### config.mk
export PLATFORM = sky130hd
export DESIGN_NAME = dicdf_walker
export DESIGN_NICKNAME = d
export VERILOG_FILES = /design/src/hw/rtl/dicdf_pkg.sv /design/src/hw/rtl/dicdf_walker.sv
export SDC_FILE = /design/constraint.sdc
export NUM_CORES = 2
export LEC_CHECK = 0
export BUFFER_PORTS_ARGS = -buffer_cell sky130_fd_sc_hd__buf_2
export CAP_MARGIN = 20
export CORE_MARGIN = 3
export CORE_UTILIZATION = 58
export CTS_CLUSTER_DIAMETER = 40
export DETAILED_ROUTE_END_ITERATION = 8
export GPL_TIMING_DRIVEN = 1
export PLACE_DENSITY = 0.78
export SYNTH_ARGS = -nofsm -noshare
export SYNTH_HDL_FRONTEND = slang
export SYNTH_SLANG_ARGS = --single-unit
### constraint.sdc
create_clock -name clock -period 7.2 [get_ports clock]
set_input_delay 0.72 -clock clock [delete_from_list [all_inputs] [get_ports clock]]
set_output_delay 0.72 -clock clock [all_outputs]
set_load 0.02 [all_outputs]
### src/hw/rtl/dicdf_pkg.sv
`timescale 1ns / 1ps
// Shared types and codes for the discrete inverse-CDF sampler.
// No dependencies; dicdf_walker and the top level import this package.
package dicdf_pkg;

   // action codes carried by an input item
   localparam logic ACT_WRITE = 1'b0;
   localparam logic ACT_DRAW  = 1'b1;

   typedef struct packed {
      logic               action;
      logic [7:0]         entry_index;
      logic signed [31:0] outcome_value;
      logic [15:0]        weight;
      logic [31:0]        uniform;
   } req_type;

   typedef struct packed {
      logic signed [31:0] sample;
      logic [7:0]         sample_index;
      logic               empty_table;
   } rsp_type;

endpackage

### src/hw/rtl/dicdf_walker.sv
`timescale 1ns / 1ps
// Sequencer for the sampler: clearing pass, table writes, sum pass, scaling
// multiply and prefix search over the weight and outcome memories. Uses dicdf_pkg.
module dicdf_walker
   import dicdf_pkg::*;
#(
   parameter int TABLE_DEPTH = 256
) (
   input  logic                           clock,
   input  logic                           reset,
   input  logic                           start,
   input  req_type                        req_item,
   input  logic [$clog2(TABLE_DEPTH+1)-1:0] count,
   output logic                           busy,
   output logic                           rsp_strobe,
   output rsp_type                        rsp_item,
   output logic                           wgt_we,
   output logic                           out_we,
   output logic [$clog2(TABLE_DEPTH)-1:0] ram_waddr,
   output logic [15:0]                    wgt_wdata,
   output logic [31:0]                    out_wdata,
   output logic [$clog2(TABLE_DEPTH)-1:0] ram_raddr,
   input  logic [15:0]                    wgt_rdata,
   input  logic [31:0]                    out_rdata
);

   localparam int AW    = $clog2(TABLE_DEPTH);
   localparam int CNT_W = $clog2(TABLE_DEPTH + 1);
   localparam int TOT_W = 16 + AW;
   localparam int PW    = 32 + TOT_W;

   typedef enum logic [5:0] {
      ST_CLEAR  = 6'b000001,
      ST_IDLE   = 6'b000010,
      ST_SUM    = 6'b000100,
      ST_MUL    = 6'b001000,
      ST_CEIL   = 6'b010000,
      ST_SEARCH = 6'b100000
   } state_type;

   state_type         state_ff, state_in;
   logic [CNT_W-1:0]  iss_ff, iss_in;
   logic              rd_vld_ff, rd_vld_in;
   logic [AW-1:0]     rd_idx_ff, rd_idx_in;
   logic [TOT_W-1:0]  total_ff, total_in;
   logic [TOT_W-1:0]  prefix_ff, prefix_in;
   logic [TOT_W-1:0]  need_ff, need_in;
   logic [PW-1:0]     prod_ff, prod_in;
   logic [31:0]       uni_ff, uni_in;
   logic              strobe_ff, strobe_in;
   rsp_type           rsp_ff, rsp_in;
   logic              issuing;
   logic              accept;
   logic              in_range;
   logic [TOT_W-1:0]  prefix_sum;

   assign accept   = start && (state_ff == ST_IDLE);
   assign in_range = 32'(req_item.entry_index) < 32'(TABLE_DEPTH);
   assign issuing  = ((state_ff == ST_SUM) || (state_ff == ST_SEARCH)) && (iss_ff < count);
   assign prefix_sum = prefix_ff + TOT_W'(wgt_rdata);

   // write port: clearing pass owns it after reset, then write items
   always_comb begin
      wgt_we    = 1'b0;
      out_we    = 1'b0;
      ram_waddr = AW'(req_item.entry_index);
      wgt_wdata = req_item.weight;
      out_wdata = req_item.outcome_value;
      if (state_ff == ST_CLEAR) begin
         wgt_we    = 1'b1;
         ram_waddr = iss_ff[AW-1:0];
         wgt_wdata = '0;
      end else if (accept && (req_item.action == ACT_WRITE) && in_range) begin
         wgt_we = 1'b1;
         out_we = 1'b1;
      end
   end

   assign ram_raddr = iss_ff[AW-1:0];

   always_comb begin
      state_in  = state_ff;
      iss_in    = iss_ff;
      rd_vld_in = issuing;
      rd_idx_in = issuing ? iss_ff[AW-1:0] : rd_idx_ff;
      total_in  = total_ff;
      prefix_in = prefix_ff;
      need_in   = need_ff;
      prod_in   = prod_ff;
      uni_in    = uni_ff;
      strobe_in = 1'b0;
      rsp_in    = rsp_ff;
      if (issuing) begin
         iss_in = iss_ff + CNT_W'(1);
      end
      unique case (state_ff)
         ST_CLEAR: begin
            iss_in = iss_ff + CNT_W'(1);
            if (iss_ff == CNT_W'(TABLE_DEPTH - 1)) begin
               state_in = ST_IDLE;
            end
         end
         ST_IDLE: begin
            iss_in   = '0;
            total_in = '0;
            if (accept && (req_item.action == ACT_DRAW)) begin
               uni_in   = req_item.uniform;
               state_in = ST_SUM;
            end
         end
         ST_SUM: begin
            if (rd_vld_ff) begin
               total_in = total_ff + TOT_W'(wgt_rdata);
            end
            if (!issuing && !rd_vld_ff) begin
               state_in = ST_MUL;
            end
         end
         ST_MUL: begin
            prod_in = PW'(uni_ff) * PW'(total_ff);
            if (total_ff == '0) begin
               rsp_in.sample       = '0;
               rsp_in.sample_index = '0;
               rsp_in.empty_table  = 1'b1;
               strobe_in           = 1'b1;
               state_in            = ST_IDLE;
            end else begin
               state_in = ST_CEIL;
            end
         end
         ST_CEIL: begin
            // u*W <= P*2^32 holds exactly when ceil(u*W / 2^32) <= P
            need_in   = prod_ff[32 +: TOT_W] + TOT_W'(|prod_ff[31:0]);
            prefix_in = '0;
            iss_in    = '0;
            state_in  = ST_SEARCH;
         end
         ST_SEARCH: begin
            if (rd_vld_ff) begin
               prefix_in = prefix_sum;
               if (need_ff <= prefix_sum) begin
                  rsp_in.sample       = out_rdata;
                  rsp_in.sample_index = 8'(rd_idx_ff);
                  rsp_in.empty_table  = 1'b0;
                  strobe_in           = 1'b1;
                  state_in            = ST_IDLE;
               end
            end
         end
         default: begin
            state_in = ST_IDLE;
         end
      endcase
   end

   always_ff @(posedge clock) begin
      if (reset) begin
         state_ff  <= ST_CLEAR;
         iss_ff    <= '0;
         rd_vld_ff <= 1'b0;
         strobe_ff <= 1'b0;
      end else begin
         state_ff  <= state_in;
         iss_ff    <= iss_in;
         rd_vld_ff <= rd_vld_in;
         strobe_ff <= strobe_in;
      end
   end

   always_ff @(posedge clock) begin
      rd_idx_ff <= rd_idx_in;
      total_ff  <= total_in;
      prefix_ff <= prefix_in;
      need_ff   <= need_in;
      prod_ff   <= prod_in;
      uni_ff    <= uni_in;
      rsp_ff    <= rsp_in;
   end

   assign busy       = (state_ff != ST_IDLE);
   assign rsp_strobe = strobe_ff;
   assign rsp_item   = rsp_ff;

endmodule

==> qor.log <==
qor: detailed_routing.drt-vias-per-instance 5.49
qor: detailed_routing.drt_iter0_drc 1899
qor: synthesis.synth_seq_area_share 18.4%
qor: sta.fin_hold_viols 0
qor: power.p_sw_share 23.1%
qor: synthesis.synthesis.area 36000 sq um
qor: synthesis.synth_fa_ha_area_share 45.4%
qor: detailed_routing.route.detailed.wl_per_inst 18.7 microns
qor: power.p_switching 0.853 mW
qor: floorplanning.design.die.area 65100 sq um
qor: detailed_routing.ant_nets 0
qor: synthesis.dominant_combinational_cell_family_by_area_after_synthesis adder cells
qor: worst_setup_path.timing.critical_path.max_delay_family adder cells
qor: worst_setup_path.timing.critical_path.slowest_cell_delay 0.56 ns
qor: floorplanning.core_region_area 60900 sq um
qor: synthesis.synth-async-reset-ratio 0%
qor: sta.setup_violations_final 0
qor: worst_setup_path.endpoint prod_ff[54]$_DFFE_PN_
qor: final_layout.final_net_count 4985
qor: sta.hold_ws 0.304 ns
qor: synthesis.synth_most_common_cell sky130_fd_sc_hd__inv_1
qor: detailed_routing.detailedRoute.firstPassIterationCount 5
qor: floorplanning.die_width 255 microns
qor: synthesis.post_synth_edffs 209
qor: sta.period_needed 6.95 ns
qor: power.cell_internal_pwr 2.85 mW
qor: power.overall_power_after_layout 3.70 mW
qor: synthesis.synth_seq_cells 226
qor: final_layout.areaGrowthSynthToFinish 11.7%
qor: worst_setup_path.worst_path_max_delay_cell sky130_fd_sc_hd__fa_1
qor: worst_setup_path.rr_startpoint uni_ff[16]$_DFFE_PP_
qor: worst_setup_path.worstPathBufferInverterCount 6
qor: clock_tree.total_clock_buffers_created_by_cts 43
qor: worst_setup_path.cp_cell_sequence buf_4 -> and2_1 -> fa_1 -> fa_1 -> inv_1 -> fa_1 -> fa_1 -> fa_1 -> inv_1 -> fa_1 -> inv_1 -> fa_1 -> inv_1 -> ha_1 -> buf_4 -> a21oi_1 -> o21bai_1 -> o311ai_0 -> nand3_1 -> nand4_1 -> nand3_1 -> a31oi_1 -> xnor2_1
qor: power.clock_power_share 57.7%
qor: grt.grt_antenna_before_repair 1
qor: grt.grt_max_degree 57
qor: synthesis.synth_largest_area_cell sky130_fd_sc_hd__fa_1
qor: sta.min_period_over_period 96.5%
qor: synthesis.synth-compound-area-share 5.71%
qor: sta.clock_skew_after_layout 0.0363 ns
qor: sta.maxClockFrequency 0.144 GHz
qor: detailed_routing.detail_route.drc_violations 0
qor: worst_setup_path.cp_num_cells 23
qor: floorplanning.die_h 255 microns
qor: grt.groute.usage.overall 28.4%
qor: synthesis.area_share_of_and_or_nand_nor_cells_after_synthesis 16.9%
qor: placed_design.placed_wire_length_estimate_after_detailed_placement 71.2 mm
qor: grt.vias_in_the_first_global_route 27700
qor: worst_setup_path.timing.reg2reg.worst_path_depth 23
qor: clock_tree.cts-htree-levels 2
qor: placed_design.port_buffers 193
qor: clock_tree.cts_hold_buffers 0
qor: sta.finalSetupTns 0 ns
qor: synthesis.synth.cells.most_frequent 758 x sky130_fd_sc_hd__inv_1, 660 x sky130_fd_sc_hd__fa_1, 461 x sky130_fd_sc_hd__and2_1
qor: worst_setup_path.endpoint_kind flop
qor: sta.timing_worst_slew_pin_value 0.849 ns
qor: worst_setup_path.timing.critical_path.fanout_max 7
qor: sta.final-max-slew-violation-count 0
qor: clock_tree.worst_setup_hold_path_clk_slew 0.05 ns
qor: synthesis.syn-instance-count 3742
qor: power.seq_power_share 38.4%
qor: worst_setup_path.timing.critical_path.from uni_ff[16]$_DFFE_PP_
qor: worst_setup_path.worst_r2r_endpoint prod_ff[54]$_DFFE_PN_
qor: final_layout.stdcell_area 40200 sq um
qor: grt.gr-total-overflow 0
qor: synthesis.yosys_warnings 0
qor: detailed_routing.vias 26300
qor: outcome.status completed
qor: clock_tree.clk-insertion-delay-late 0.59 ns
qor: floorplanning.std_cell_rows 90
qor: sta.rsz0062_at_grt no
qor: synthesis.post_synth_xor_area_fraction 2.72%
qor: placed_design.gpl.final_weighted_congestion 0.973
qor: synthesis.synth.area.mux_share 0.306%
qor: floorplanning.num_io_pins 258
qor: floorplanning.start_util 59.1%
qor: power.p_leak 19.6 nW
qor: power.ir_drop 0.000162 V
qor: placed_design.placed_cells 4683
qor: worst_setup_path.setup.worst_path.class reg -> reg
qor: power.comb_power_share 3.9%
qor: run.maxCapViolations 0
qor: detailed_routing.routed_wirelength 89.7 mm
qor: final_layout.finish.utilization 66.0%
qor: min_path.worst_hold_path_type in -> reg
qor: sta.layout_setup_ws 0.248 ns
qor: worst_setup_path.start_kind flop
qor: synthesis.ys_dominant_reg_cell sky130_fd_sc_hd__edfxtp_1
qor: synthesis.netlist-cell-type-count 75
qor: placed_design.place_ws 0.113 ns
qor: synthesis.largest_cells_by_area_after_synthesis sky130_fd_sc_hd__fa_1 37%, sky130_fd_sc_hd__edfxtp_1 17%, sky130_fd_sc_hd__ha_1 8.7%
qor: grt.grt_first_pass_wirelength 144 mm
qor: worst_setup_path.required 7.53 ns
qor: clock_tree.tritoncts yes
qor: clock_tree.ctsLongestPathBuffers 3
qor: final_layout.drive_above_1_share 12.1%
qor: worst_setup_path.critPathArrivalTime 7.28 ns
qor: final_layout.post_layout_nonfiller_instances 4787
qor: synthesis.synth_fp_nets 4801
qor: worst_setup_path.critical-path-top-cell-by-count sky130_fd_sc_hd__fa_1
qor: sta.worst_slew_margin_rel 43.2%
qor: synthesis.postSynthAreaPerCell 9.62 sq um
qor: clock_tree.ctsRootBufferMaster sky130_fd_sc_hd__clkbuf_16
qor: clock_tree.cts.sinks 226
qor: worst_setup_path.setup_slack_of_the_most_critical_reg_to_reg_path 0.25 ns
qor: power.cellPowerDensity 92.0 nW/um^2
qor: placed_design.post_dp_cell_area 38400 sq um
qor: final_layout.fillers 4617
qor: synthesis.synth.top_cell.area_share 36.7%
routing by layer:
layer | GRT usage (%) | share of wire, %
met1 | 36.9 | 39
met2 | 46.9 | 47
met3 | 7.16 | 11
met4 | 9.61 | 3.4
met5 | 0 | 0
worst min-delay path by stage:
stage / startpoint / to / depth (start not counted)
3_3_place_gp: iss_ff[8]$_SDFFE_PP0P_ / iss_ff[8]$_SDFFE_PP0P_ / 2
6_report: req_item[27] / uni_ff[27]$_DFFE_PP_ / 1
2_1_floorplan: iss_ff[8]$_SDFFE_PP0P_ / iss_ff[8]$_SDFFE_PP0P_ / 2
5_1_grt: req_item[29] / uni_ff[29]$_DFFE_PP_ / 1
4_1_cts: req_item[27] / uni_ff[27]$_DFFE_PP_ / 1
3_5_place_dp: iss_ff[8]$_SDFFE_PP0P_ / iss_ff[8]$_SDFFE_PP0P_ / 2
placed cells by master (no fill, tap or decap), types with 25 or more instances in the layout:
cell type and count:
sky130_fd_sc_hd__a21o_1 59, sky130_fd_sc_hd__a21oi_1 102, sky130_fd_sc_hd__and2_1 461, sky130_fd_sc_hd__buf_12 25
sky130_fd_sc_hd__buf_2 193, sky130_fd_sc_hd__buf_4 133, sky130_fd_sc_hd__clkbuf_16 45, sky130_fd_sc_hd__edfxtp_1 209
sky130_fd_sc_hd__fa_1 660, sky130_fd_sc_hd__ha_1 250, sky130_fd_sc_hd__inv_1 757, sky130_fd_sc_hd__nand2_1 455
sky130_fd_sc_hd__nand3_1 32, sky130_fd_sc_hd__nor2_1 106, sky130_fd_sc_hd__o21ai_0 48, sky130_fd_sc_hd__xnor2_1 70
sky130_fd_sc_hd__xor2_1 42
registers in the layout, indices dropped and copies added, names as in the netlist:
name / cells
rsp_item: 41
uni_ff: 32
iss_ff: 9
rd_idx_ff: 8
rd_vld_ff: 1
prod_ff: 56
need_ff: 24
total_ff: 24
state_ff: 6
rsp_strobe: 1
prefix_ff: 24
final cells by class:
| type | instances | area (sq um) | share of cell area (%) |
|---|---|---|---|
| clock buffers | 46 | 1110 | 2.76 |
| flip-flops and latches | 226 | 6620 | 16.4 |
| repair buffers | 356 | 2550 | 6.35 |
| inverters | 759 | 2850 | 7.08 |
| diodes | 1 | 2.50 | 0.00622 |
| multi-input cells | 2540 | 25600 | 63.7 |
| clock inverters | 31 | 418 | 1.04 |
| well taps | 828 | 1040 | 2.58 |
power groups by stage:
| stage | clock, mW | sequential [mW] | combinational (mW) |
|---|---|---|---|
| CTS | 2.17 | 1.42 | 0.144 |
| global placement | 0 | 1.45 | 0.138 |
| finish | 2.13 | 1.42 | 0.144 |
| global route | 2.22 | 1.42 | 0.160 |
| detailed placement | 0 | 1.45 | 0.142 |
| floorplan | 0 | 1.45 | 0.110 |
worst register-to-register path, stage by stage, from the launching register on:
cell                       delay, ns
sky130_fd_sc_hd__edfxtp_1       0.50
sky130_fd_sc_hd__buf_4          0.21
sky130_fd_sc_hd__and2_1         0.16
sky130_fd_sc_hd__fa_1           0.53
sky130_fd_sc_hd__fa_1           0.56
sky130_fd_sc_hd__inv_1          0.06
sky130_fd_sc_hd__fa_1           0.55
sky130_fd_sc_hd__fa_1           0.45
sky130_fd_sc_hd__fa_1           0.54
sky130_fd_sc_hd__inv_1          0.05
sky130_fd_sc_hd__fa_1           0.47
sky130_fd_sc_hd__inv_1          0.05
sky130_fd_sc_hd__fa_1           0.47
sky130_fd_sc_hd__inv_1          0.04
sky130_fd_sc_hd__ha_1           0.28
sky130_fd_sc_hd__buf_4          0.18
sky130_fd_sc_hd__a21oi_1        0.13
sky130_fd_sc_hd__o21bai_1       0.14
sky130_fd_sc_hd__o311ai_0       0.45
sky130_fd_sc_hd__nand3_1        0.28
sky130_fd_sc_hd__nand4_1        0.14
sky130_fd_sc_hd__nand3_1        0.18
sky130_fd_sc_hd__a31oi_1        0.25
sky130_fd_sc_hd__xnor2_1        0.08
cell families (layout without fill, tap and decap cells):
kind of cell	count (synthesis)	count (layout)
AOI/OAI and AO/OA	311	311
adders and majority gates	910	910
DFF	226	226
buffers and inverters	976	1192
xor gates and xnor gates	112	112
muxes	10	10
other	0	1
and+or+nand+nor	1197	1197
what timing repair did:
item | in CTS | in global routing
gates resized for setup | 0 | 14
hold endpoints to repair | 0 | 0
buffers inserted | 0 | 21
endpoints found under the setup margin | 0 | 11
Note: power is estimated with default switching activity, not from simulation.
